File: src/rtl/vector_norm_selectable_top_assert.svh
// assertion macros for the vector norm block
// used by vector_norm_selectable_top, no other dependencies
`ifndef VECTOR_NORM_SELECTABLE_TOP_ASSERT_SVH
`define VECTOR_NORM_SELECTABLE_TOP_ASSERT_SVH

`ifndef ASSERT_OFF

// same-cycle implication
`define VNS_ASSERT_IMP(label, clk, rst_n, ante, cons) \
    label: assert property (@(posedge clk) disable iff (!rst_n) (ante) |-> (cons)) \
        else $error("vns same-cycle check failed");

// next-cycle implication
`define VNS_ASSERT_NXT(label, clk, rst_n, ante, cons) \
    label: assert property (@(posedge clk) disable iff (!rst_n) (ante) |=> (cons)) \
        else $error("vns next-cycle check failed");

`else

`define VNS_ASSERT_IMP(label, clk, rst_n, ante, cons)
`define VNS_ASSERT_NXT(label, clk, rst_n, ante, cons)

`endif

`endif

File: src/rtl/vns_pkg.sv
// shared constants and types for the vector norm block
// no dependencies
`timescale 1ns / 1ps
`default_nettype none

package vns_pkg;

    localparam int MAX_LEN_DEF = 64;
    localparam int ELEM_W_DEF  = 24;

    // result field widths
    localparam int NORM_W      = 30;
    localparam int OUT_TDATA_W = 32;
    localparam logic [63:0] OUT_MAX = (64'd1 << NORM_W) - 64'd1;

    // accumulator widths and clamp levels
    localparam int SUM_W = 30;
    localparam logic [63:0] SUM_CAP = 64'd1 << 29;
    localparam int SQ_W  = 53;
    localparam logic [63:0] SQ_CAP = 64'd1 << 52;
    localparam int SQRT_W = 27;

    // norm kind codes
    localparam int KIND_W = 2;
    localparam logic [KIND_W-1:0] KIND_INF = 2'd0;
    localparam logic [KIND_W-1:0] KIND_L1  = 2'd1;
    localparam logic [KIND_W-1:0] KIND_L2  = 2'd2;

    typedef struct packed {
        logic load;   // capture magnitude of a new element
        logic mul;    // square the held magnitude
        logic acc;    // fold into the running accumulators
        logic clr;    // clear accumulators after the result
    } t_acc_ctl;

endpackage

`default_nettype wire

File: src/rtl/vns_acc.sv
// accumulator datapath: magnitude, shared squaring multiplier, running max/sum/sum of squares
// depends on vns_pkg
`timescale 1ns / 1ps
`default_nettype none

module vns_acc #(
    parameter int MAX_LEN = vns_pkg::MAX_LEN_DEF,
    parameter int EW      = vns_pkg::ELEM_W_DEF
) (
    input  wire logic                     i_clk,
    input  wire logic                     i_rst_n,
    input  wire vns_pkg::t_acc_ctl        i_ctl,
    input  wire logic signed [EW-1:0]     i_element,
    output logic [EW-1:0]                 o_largest,
    output logic [vns_pkg::SUM_W-1:0]     o_msum,
    output logic [vns_pkg::SQ_W-1:0]      o_ssum,
    output logic                          o_ovf
);

    localparam int CNT_W  = $clog2(MAX_LEN + 1);
    localparam int SUMT_W = ((EW > vns_pkg::SUM_W) ? EW : vns_pkg::SUM_W) + 1;
    localparam int SQT_W  = ((2 * EW > vns_pkg::SQ_W) ? 2 * EW : vns_pkg::SQ_W) + 1;

    logic [EW-1:0]             raw;
    logic [EW-1:0]             mag;
    logic [EW-1:0]             r_mag;
    logic [2*EW-1:0]           r_sq;
    logic [EW-1:0]             r_largest;
    logic [vns_pkg::SUM_W-1:0] r_msum;
    logic [vns_pkg::SQ_W-1:0]  r_ssum;
    logic [CNT_W-1:0]          r_cnt;
    logic                      r_ovf;
    logic [SUMT_W-1:0]         sum_tot;
    logic [SQT_W-1:0]          sq_tot;
    logic                      sum_clip;
    logic                      sq_clip;
    logic                      cnt_full;

    // most negative input maps to 2^(EW-1), still fits unsigned
    assign raw = i_element;
    assign mag = raw[EW-1] ? (~raw + 1'b1) : raw;

    assign sum_tot  = SUMT_W'(r_msum) + SUMT_W'(r_mag);
    assign sq_tot   = SQT_W'(r_ssum) + SQT_W'(r_sq);
    assign sum_clip = sum_tot > SUMT_W'(vns_pkg::SUM_CAP);
    assign sq_clip  = sq_tot > SQT_W'(vns_pkg::SQ_CAP);
    assign cnt_full = r_cnt >= CNT_W'(MAX_LEN);

    always_ff @(posedge i_clk) begin
        if (i_ctl.load) begin
            r_mag <= mag;
        end
        if (i_ctl.mul) begin
            r_sq <= r_mag * r_mag;
        end
    end

    always_ff @(posedge i_clk) begin
        if (!i_rst_n || i_ctl.clr) begin
            r_largest <= '0;
            r_msum    <= '0;
            r_ssum    <= '0;
            r_cnt     <= '0;
            r_ovf     <= 1'b0;
        end else if (i_ctl.acc) begin
            if (r_mag > r_largest) begin
                r_largest <= r_mag;
            end
            r_msum <= sum_clip ? vns_pkg::SUM_W'(vns_pkg::SUM_CAP)
                               : vns_pkg::SUM_W'(sum_tot);
            r_ssum <= sq_clip ? vns_pkg::SQ_W'(vns_pkg::SQ_CAP)
                              : vns_pkg::SQ_W'(sq_tot);
            if (!cnt_full) begin
                r_cnt <= r_cnt + 1'b1;
            end
            if (cnt_full || sum_clip || sq_clip) begin
                r_ovf <= 1'b1;
            end
        end
    end

    assign o_largest = r_largest;
    assign o_msum    = r_msum;
    assign o_ssum    = r_ssum;
    assign o_ovf     = r_ovf;

endmodule

`default_nettype wire

File: src/rtl/vns_sqrt.sv
// iterative integer square root, two operand bits per cycle
// depends on vns_pkg
`timescale 1ns / 1ps
`default_nettype none

module vns_sqrt (
    input  wire logic                      i_clk,
    input  wire logic                      i_rst_n,
    input  wire logic                      i_start,
    input  wire logic [vns_pkg::SQ_W-1:0]  i_operand,
    output logic                           o_done,
    output logic [vns_pkg::SQRT_W-1:0]     o_root
);

    localparam int W = vns_pkg::SQ_W;

    typedef enum logic {
        S_IDLE,
        S_RUN
    } t_state;

    t_state       r_state;
    logic [W-1:0] r_rem;
    logic [W-1:0] r_root;
    logic [W-1:0] r_bit;
    logic         r_done;
    logic [W:0]   trial;
    logic         fits;

    assign trial = {1'b0, r_root} + {1'b0, r_bit};
    assign fits  = {1'b0, r_rem} >= trial;

    always_ff @(posedge i_clk) begin
        if (!i_rst_n) begin
            r_state <= S_IDLE;
            r_done  <= 1'b0;
        end else begin
            // done pulses after the step on the lowest bit pair
            r_done <= (r_state == S_RUN) && r_bit[0];
            unique case (r_state)
                S_IDLE: begin
                    if (i_start) begin
                        r_rem   <= i_operand;
                        r_root  <= '0;
                        // highest even bit position of the operand
                        r_bit   <= W'(1) << (W - 1);
                        r_state <= S_RUN;
                    end
                end
                S_RUN: begin
                    if (fits) begin
                        r_rem  <= r_rem - W'(trial);
                        r_root <= (r_root >> 1) + r_bit;
                    end else begin
                        r_root <= r_root >> 1;
                    end
                    r_bit <= r_bit >> 2;
                    if (r_bit[0]) begin
                        r_state <= S_IDLE;
                    end
                end
                default: r_state <= S_IDLE;
            endcase
        end
    end

    assign o_done = r_done;
    assign o_root = r_root[vns_pkg::SQRT_W-1:0];

endmodule

`default_nettype wire

File: src/rtl/vector_norm_selectable_top.sv
// top level of the selectable vector norm: sequencer, config register, output register
// depends on vns_pkg, vns_acc, vns_sqrt and vector_norm_selectable_top_assert.svh
`timescale 1ns / 1ps
`default_nettype none
`include "vector_norm_selectable_top_assert.svh"

// usage
// - input stream: one signed q12.12 vector element per request on s_axis_tdata,
//   s_axis_tlast marks the final element of the vector
// - output stream: one request per vector, norm on m_axis_tdata (unsigned q18.12),
//   saturation flag on m_axis_tuser
// - i_cfg_wen/i_cfg_wdata write the norm kind (0 max magnitude, 1 sum of
//   magnitudes, 2 euclidean, 3 gives zero); write only while the block is idle
// - timing: each element is accepted, squared in the shared multiplier, then
//   accumulated; s_axis_tready stays low until that element is accumulated
// - after the last element: a finish state, in euclidean mode the 27 square
//   root steps at 2 bits per cycle and the done flag, then the load of the
//   output register once it is free
// - the output register is separate from the accumulators: while a result
//   waits, the elements of the next vector are still taken; only the next
//   vector's result waits for the receiver
// - reset (synchronous, active low) clears accumulators, drops m_axis_tvalid and
//   sets the norm kind to euclidean

module vector_norm_selectable_top #(
    parameter int MAX_LEN = vns_pkg::MAX_LEN_DEF,
    parameter int EW      = vns_pkg::ELEM_W_DEF
) (
    input  wire logic                                 i_clk,
    input  wire logic                                 i_rst_n,
    // input stream
    input  wire logic                                 s_axis_tvalid,
    output logic                                      s_axis_tready,
    input  wire logic [((EW + 7) / 8) * 8 - 1:0]      s_axis_tdata,  // element[EW-1:0], zero pad
    input  wire logic                                 s_axis_tlast,
    // output stream
    output logic                                      m_axis_tvalid,
    input  wire logic                                 m_axis_tready,
    output logic [vns_pkg::OUT_TDATA_W-1:0]           m_axis_tdata,  // norm_value[29:0], zero pad
    output logic                                      m_axis_tuser,  // saturated[0]
    // configuration
    input  wire logic                                 i_cfg_wen,
    input  wire logic [vns_pkg::KIND_W-1:0]           i_cfg_wdata
);

    localparam int SEL_W = (EW > vns_pkg::NORM_W) ? EW : vns_pkg::NORM_W;

    typedef enum logic [2:0] {
        S_IDLE,
        S_MUL,
        S_ACC,
        S_FIN,
        S_SQRT,
        S_OUT
    } t_state;

    t_state                         r_state;
    logic                           r_last;
    logic [vns_pkg::KIND_W-1:0]     r_kind;
    logic                           r_ovalid;
    logic [vns_pkg::NORM_W-1:0]     r_odata;
    logic                           r_osat;

    vns_pkg::t_acc_ctl              acc_ctl;
    logic [EW-1:0]                  largest;
    logic [vns_pkg::SUM_W-1:0]      msum;
    logic [vns_pkg::SQ_W-1:0]       ssum;
    logic                           ovf;
    logic                           sqrt_start;
    logic                           sqrt_done;
    logic [vns_pkg::SQRT_W-1:0]     root;

    logic                           in_req;
    logic                           out_load;
    logic [SEL_W-1:0]               largest_ext;
    logic [vns_pkg::NORM_W-1:0]     norm;
    logic                           norm_clip;

    assign s_axis_tready = (r_state == S_IDLE);
    assign in_req        = s_axis_tvalid && s_axis_tready;
    // output register free, or being emptied this cycle
    assign out_load      = (r_state == S_OUT) && (!r_ovalid || m_axis_tready);
    assign sqrt_start    = (r_state == S_FIN) && (r_kind == vns_pkg::KIND_L2);

    always_comb begin
        acc_ctl.load = in_req;
        acc_ctl.mul  = (r_state == S_MUL);
        acc_ctl.acc  = (r_state == S_ACC);
        acc_ctl.clr  = out_load;
    end

    vns_acc #(
        .MAX_LEN (MAX_LEN),
        .EW      (EW)
    ) u_acc (
        .i_clk     (i_clk),
        .i_rst_n   (i_rst_n),
        .i_ctl     (acc_ctl),
        .i_element ($signed(s_axis_tdata[EW-1:0])),
        .o_largest (largest),
        .o_msum    (msum),
        .o_ssum    (ssum),
        .o_ovf     (ovf)
    );

    vns_sqrt u_sqrt (
        .i_clk     (i_clk),
        .i_rst_n   (i_rst_n),
        .i_start   (sqrt_start),
        .i_operand (ssum),
        .o_done    (sqrt_done),
        .o_root    (root)
    );

    // norm selection; only the max magnitude can exceed the field for wide elements
    assign largest_ext = SEL_W'(largest);

    always_comb begin
        norm      = '0;
        norm_clip = 1'b0;
        unique case (r_kind)
            vns_pkg::KIND_INF: begin
                if (largest_ext > SEL_W'(vns_pkg::OUT_MAX)) begin
                    norm      = vns_pkg::NORM_W'(vns_pkg::OUT_MAX);
                    norm_clip = 1'b1;
                end else begin
                    norm = vns_pkg::NORM_W'(largest_ext);
                end
            end
            vns_pkg::KIND_L1: norm = msum;
            vns_pkg::KIND_L2: norm = vns_pkg::NORM_W'(root);
            default:          norm = '0;  // unused kind
        endcase
    end

    always_ff @(posedge i_clk) begin
        if (!i_rst_n) begin
            r_state  <= S_IDLE;
            r_kind   <= vns_pkg::KIND_L2;
            r_ovalid <= 1'b0;
        end else begin
            if (i_cfg_wen) begin
                r_kind <= i_cfg_wdata;
            end

            if (out_load) begin
                r_ovalid <= 1'b1;
                r_odata  <= norm;
                r_osat   <= ovf || norm_clip;
            end else if (r_ovalid && m_axis_tready) begin
                r_ovalid <= 1'b0;
            end

            unique case (r_state)
                S_IDLE: begin
                    if (in_req) begin
                        r_last  <= s_axis_tlast;
                        r_state <= S_MUL;
                    end
                end
                S_MUL: r_state <= S_ACC;
                S_ACC: r_state <= r_last ? S_FIN : S_IDLE;
                // accumulators settled, square sum ready for the root unit
                S_FIN: r_state <= sqrt_start ? S_SQRT : S_OUT;
                S_SQRT: begin
                    if (sqrt_done) begin
                        r_state <= S_OUT;
                    end
                end
                S_OUT: begin
                    if (out_load) begin
                        r_state <= S_IDLE;
                    end
                end
                default: r_state <= S_IDLE;
            endcase
        end
    end

    assign m_axis_tvalid = r_ovalid;
    assign m_axis_tdata  = vns_pkg::OUT_TDATA_W'(r_odata);
    assign m_axis_tuser  = r_osat;

    // a taken element keeps the block busy for the following cycle
    `VNS_ASSERT_NXT(a_busy_after_req, i_clk, i_rst_n, in_req, !s_axis_tready)
    // the root unit only finishes while the sequencer waits for it
    `VNS_ASSERT_IMP(a_sqrt_done_state, i_clk, i_rst_n, sqrt_done, r_state == S_SQRT)
    // a new result never overwrites one still waiting
    `VNS_ASSERT_IMP(a_no_overwrite, i_clk, i_rst_n, out_load, !m_axis_tvalid || m_axis_tready)

endmodule

`default_nettype wire
File: config.mk
export PLATFORM = sky130hd
export DESIGN_NAME = vector_norm_selectable_top
export DESIGN_NICKNAME = d
export VERILOG_FILES = /design/src/rtl/vns_pkg.sv /design/src/rtl/vns_acc.sv /design/src/rtl/vns_sqrt.sv /design/src/rtl/vector_norm_selectable_top.sv
export VERILOG_INCLUDE_DIRS = /design/src /design/src/rtl
export SDC_FILE = /design/constraint.sdc
export NUM_CORES = 2
export LEC_CHECK = 0
export BUFFER_PORTS_ARGS = -buffer_cell sky130_fd_sc_hd__buf_4
export CAP_MARGIN = 20
export CELL_PAD_IN_SITES_DETAIL_PLACEMENT = 0
export CELL_PAD_IN_SITES_GLOBAL_PLACEMENT = 1
export CORE_AREA = 5 5 381 383
export CTS_CLUSTER_SIZE = 12
export DETAILED_ROUTE_END_ITERATION = 16
export DIE_AREA = 0 0 386 388
export HOLD_SLACK_MARGIN = 0.12
export MAX_ROUTING_LAYER = met4
export PLACE_DENSITY_LB_ADDON = 0.25
export SLEW_MARGIN = 5
export SYNTH_ARGS = -nofsm -noshare
export SYNTH_HDL_FRONTEND = slang
export SYNTH_SLANG_ARGS = --single-unit
File: constraint.sdc
create_clock -name i_clk -period 7.97 [get_ports i_clk]
set_input_delay 1.1955 -clock i_clk [delete_from_list [all_inputs] [get_ports i_clk]]
set_output_delay 1.1955 -clock i_clk [all_outputs]
set_load 0.1 [all_outputs]
Word-level counts from Yosys, hierarchy flattened
Index checks and enable logic that the tools add are counted.

Output and inout port bits: 35. Register bits after elaboration: 386. Word-level logic and storage cells: 97.

Bitwise logic cells: 3. Muxes and demuxes: 26. Reductions and logical operators: 23. $lt $le $gt $ge: 6. $mul: 1. $add $sub $neg: 7. Equality and inequality tests: 12.

Operators by type and width (count): two-way mux 53 bit (6); one-hot mux 53 bit (2 select lines) (3); one-hot mux 30 bit (3 select lines) (1); two-way mux 30 bit (2); adder 53 x 48 -> 54 bit (1); adder 53 x 53 -> 54 bit (1); >= comparator 53 x 54 -> 1 bit (1); greater-than comparator 54 x 53 -> 1 bit (second input constant) (1); adder 52 x 53 -> 53 bit (1); subtractor 53 bit (1); multiplier 24 x 24 -> 48 bit (1); adder 30 x 24 -> 31 bit (1); greater-than comparator 31 x 30 -> 1 bit (second input constant) (1); greater-than comparator 24 x 30 -> 1 bit (second input constant) (1); adder 24 x 1 -> 24 bit (second input constant) (1); greater-than comparator 24 bit (1); NOT 24 bit (1); two-way mux 23 bit (1); one-hot mux 3 bit (6 select lines) (1); AND reduction 2 bit (5); two-way mux 3 bit (3); AND reduction 3 bit (3); adder 7 x 1 -> 7 bit (second input constant) (1); >= comparator 7 bit (second input constant) (1); 17 further kinds (38).

Longest topological paths before layout
Depth in word-level cells: 5. Gate-level depth with buffers: 29. Mapped depth without buffers: 29.

By module
Synthesis repeated with hierarchy kept, for this count alone.

Cell total of the unflattened synthesis: 4720. Area, all modules: 43203.9 µm².

Modules (own cells, without submodules): vns_acc (cells each 3207, instances 1, sequential area each 4434.3 µm², area each 28955.3 µm²); vns_sqrt (cells each 1350, instances 1, sequential area each 4033.9 µm², area each 12344.3 µm²); vector_norm_selectable_top (cells each 163, instances 1, sequential area each 1081.0 µm², area each 1904.3 µm²).

Least setup slack after synthesis
Ideal clock, no wire load.

Kind: flip-flop to flip-flop. From: register u_sqrt.r_bit[0]. To: register u_sqrt.r_rem[0], enable pin. Data arrival time: 8.007 ns. Stages on the path, launching flop included: 27. Slack: -0.518 ns. Period minus slack after synthesis: 8.488 ns. Buffers on the path: 3. Cell sequence: edfxtp_1 ha_1 ha_1 a21o_1 a31oi_1 o31ai_1 a211o_1 a311o_1 a21o_1 a31oi_1 nor2b_1 xnor2_1 ha_1 clkbuf_1 nand2_1 o21ai_1 nor2_1 or3_1 o21ai_0 o311ai_1 a21oi_1 a41oi_1 o31ai_1 nand2_1 clkbuf_1 clkbuf_1 a21oi_1.

Longest elaborated chain between the ends: 4.

RTL lines: from (decl) (RTL line vns_sqrt.sv:25) `logic [W-1:0] r_bit;`; from (signal assigned) (RTL line vns_sqrt.sv:46) `r_bit <= W'(1) << (W - 1);`; from (signal assigned) (RTL line vns_sqrt.sv:57) `r_bit <= r_bit >> 2;`; adder 53 x 53 -> 54 bit (RTL line vns_sqrt.sv:30) `assign trial = {1'b0, r_root} + {1'b0, r_bit};`; >= comparator 53 x 54 -> 1 bit (RTL line vns_sqrt.sv:31) `assign fits = {1'b0, r_rem} >= trial;`; != test 2 bit (no source line); AND reduction 3 bit (no source line); to (signal assigned) (RTL line vns_sqrt.sv:43) `r_rem <= i_operand;`; to (signal assigned) (RTL line vns_sqrt.sv:52) `r_rem <= r_rem - W'(trial);`; to (decl) (RTL line vns_sqrt.sv:23) `logic [W-1:0] r_rem;`.

Every way passes these cells. A chain may end at the register's enable or synchronous reset.

Final worst setup path
From: register u_acc.r_mag[9]. To: register u_acc.r_sq[47] (data pin).

Longest elaborated chain between the ends: 1.

RTL lines: from (decl) (RTL line vns_acc.sv:26) `logic [EW-1:0] r_mag;`; from (signal assigned) (RTL line vns_acc.sv:51) `r_mag <= mag;`; multiplier 24 x 24 -> 48 bit (RTL line vns_acc.sv:54) `r_sq <= r_mag * r_mag;`; to (signal assigned) (RTL line vns_acc.sv:54); to (decl) (RTL line vns_acc.sv:27) `logic [2*EW-1:0] r_sq;`.

Every way passes these cells.

==> flow_metrics.py <==
metrics = {
    "run_status": {
        "status": "finished, final reports clean",
    },
    "global_routing": {
        "grt-ovfl-total": 0,
        "grt_util_met2": 0.2535,
        "grt_pass1_wl_um": 193200,
        "busiest_layer": "met2",
        "grt_antenna_before_repair": 6,
        "grt_pass1_vias": 32657,
        "grtUsageMet1": 0.2418,
        "grtUsageTotal": 0.1683,
        "use_met3": 0.02093,
        "grt_max_degree": 57,
    },
    "clock_tree": {
        "ctsRootBufferMaster": "clkbuf_16",
        "cts_buffer_depth": 3,
        "htree_levels": 2,
        "cts_buffers": 46,
        "tritoncts": "built",
        "numClockSinks": 359,
        "clk_pin_slew_ps": 60,
        "clk_latency_ps": 640,
    },
    "placed_design": {
        "dp_cells": 6487,
        "routabilityCongestion": 0.8719,
        "hpwlAfterDp_um": 101300,
        "io_buffers": 64,
    },
    "sta": {
        "fin_crit_ps": 7571,
        "timing_hold_violations_final": 0,
        "worst_slew_pin_slew_ps": 1027,
        "finalSetupViolations": 0,
        "fmax_mhz": 132.1,
        "finalCritPeriodShare": 0.9500,
        "report.final.slew_viol_count": 0,
        "max-slew-margin-rel": 0.2957,
        "skew_ps": 32.77,
        "whs_ps": 486.8,
    },
    "setup_path": {
        "crit_slowest_cell": "fa_1",
        "worst_ep_arrival_time_ps": 7970,
        "start_kind": "register",
        "worstPathMaxFanout": 5,
        "cp.required_ps": 8370,
        "cpMostUsedCell": "fa_1",
        "rr_worst_depth": 26,
        "regToRegEndpoint": "u_acc.r_sq[47]$_DFFE_PP_",
        "critPathKind": "register to register",
        "r2r-start": "u_acc.r_mag[9]$_DFFE_PP_",
        "crit_path_max_incr_delay_ps": 590,
        "ff2ff_setup_slack_ps": 400,
        "cp-end-kind": "register",
    },
    "synthesis": {
        "synth_edf_count": 236,
        "ys_seq_area_frac": 0.2274,
        "ys_ff_latch": 359,
        "syn_area_per_cell_um2": 9.104,
        "synth-warning-count": 0,
        "syn_area_um2": 41990,
        "ys.flop_type": "edfxtp_1",
        "netlist-cell-type-count": 93,
        "syn_inst": 4612,
        "ys_async_sr_fraction": 0,
    },
    "floorplan": {
        "start_util": 0.2976,
        "rows": 138,
        "io_pins": 67,
        "core-area_um2": 141100,
        "fp.dieW_um": 386,
        "die_area_um2": 149800,
        "die_h_um": 388,
    },
    "layout": {
        "fin_cells": 6591,
        "drive_gt1_frac": 0.07702,
        "layout_commonest_cell": "inv_1",
        "nets": 5504,
        "syn2layout_area_growth_pct": 11.17,
        "layout_common_cells": "inv_1, fa_1, nand2_1",
    },
    "run": {
        "maxCapViolCount": 0,
    },
    "worst_hold_path": {
        "hp-start": "u_acc.o_msum[9]$_SDFFE_PP0P_",
        "hold_depth": 2,
        "min_to": "u_acc.o_msum[9]$_SDFFE_PP0P_",
        "hold_class": "register to register",
    },
    "detailed_routing": {
        "drc": 0,
        "totalWireLength_um": 124700,
        "via_per_inst": 4.937,
        "avgRoutedWirePerCell_um": 18.93,
        "ant_nets": 0,
        "drtIter0Drc": 2022,
        "dr_total_vias": 32542,
        "drt_first_pass_iters": 6,
    },
}
what timing repair did:
item                                    4_1_cts  5_1_grt
buffers inserted                              0       17
hold endpoints to repair                      0        0
endpoints found under the setup margin        0        8
resized for setup                             0       21
hold buffers                                  0        0
Yosys cell counts (all sizes together), types with 34 or more instances:
master,count,share of area
dfxtp,123,0.059
a31oi,48,0.0073
clkbuf,144,0.013
a211oi,57,0.011
a21oi,247,0.030
nand2,410,0.037
edfxtp,236,0.17
nand4,51,0.0076
mux2,41,0.011
inv,667,0.060
o21bai,38,0.0069
a21o,94,0.017
mux2i,55,0.013
nand3,74,0.0088
and3,34,0.0051
a22o,55,0.011
xnor2,146,0.030
xor2,111,0.023
nor3,60,0.0073
fa,429,0.20
o21ai,203,0.024
or3,34,0.0051
nor2b,51,0.0076
nor2,285,0.025
and2,165,0.025
ha,381,0.11
state kept, by name (all words and copies together), names as in the netlist:
signal,count
r_odata,30
u_sqrt.o_done,1
u_sqrt.r_bit,27
u_sqrt.r_rem,53
u_sqrt.r_state,1
r_state,3
u_acc.o_ssum,53
u_acc.o_largest,24
u_acc.o_ovf,1
r_kind,2
m_axis_tvalid,1
u_acc.o_msum,30
u_sqrt.r_root,53
u_acc.r_cnt,7
r_last,1
u_acc.r_sq,47
u_acc.r_mag,24
m_axis_tuser,1
worst max path at each step:
| stage | end | depth (start not counted) | from |
|---|---|---|---|
| after detailed placement | u_acc.r_sq[47]$_DFFE_PP_ | 23 | u_acc.r_mag[20]$_DFFE_PP_ |
| final | u_acc.r_sq[47]$_DFFE_PP_ | 26 | u_acc.r_mag[9]$_DFFE_PP_ |
| after floorplan | u_acc.r_sq[47]$_DFFE_PP_ | 27 | u_acc.r_mag[6]$_DFFE_PP_ |
| after global routing | u_acc.r_sq[46]$_DFFE_PP_ | 27 | u_acc.r_mag[4]$_DFFE_PP_ |
| after global placement | u_acc.r_sq[47]$_DFFE_PP_ | 23 | u_acc.r_mag[20]$_DFFE_PP_ |
| after CTS | u_acc.r_sq[47]$_DFFE_PP_ | 23 | u_acc.r_mag[20]$_DFFE_PP_ |
layout make-up:
class / instances / area, µm²
clock inverter: 21 / 185.2
clock buffer: 65 / 1336
antenna: 1 / 2.502
sequential: 359 / 9553
fill: 14735 / 94390
timing repair buffer: 173 / 1351
tap: 1890 / 2365
multi-input combinational: 3414 / 29380
inverter: 668 / 2509
worst max-delay path: cells and delay by family, from the launching register on:
kind | cells | cell delay (ps)
buf+inv | 6 | 430
simple gates | 4 | 1120
fa+ha+maj | 8 | 3980
compound gates | 8 | 1370
flops | 1 | 450
metrics by stage:
step                      setup TNS, ps  setup slack, ps  utilization  area, µm²
final                                 0            398.6       0.3309      46680
after global routing             -36.05           -36.05       0.3309      46670
after detailed placement              0            23.53       0.3183      44900
after floorplan                       0            342.5            -      42000
after global placement                0            69.16       0.3183      44900
after CTS                             0            4.253       0.3291      46420
per-layer routing:
metal	up-vias	part of all wire
li1	15831	-
met1	16075	0.50
met2	512	0.44
met3	124	0.040
met4	0	0.022
met5	-	0
cells by family after synthesis:
| kind of cell | Yosys count | synth area share |
|---|---|---|
| adder cells (fa/ha/maj) | 810 | 0.3181 |
| buffers and inverters | 840 | 0.07685 |
| flip-flops | 359 | 0.2274 |
| XOR/XNOR | 257 | 0.05361 |
| AO/OA/AOI/OAI | 961 | 0.1508 |
| AND/OR/NAND/NOR | 1288 | 0.1491 |
| other | 1 | 0.00008931 |
| multiplexers | 96 | 0.02411 |
Power is left out: the tool's default activity adds up to more than one toggle a clock period on the data nets, which glitch-free logic cannot reach.
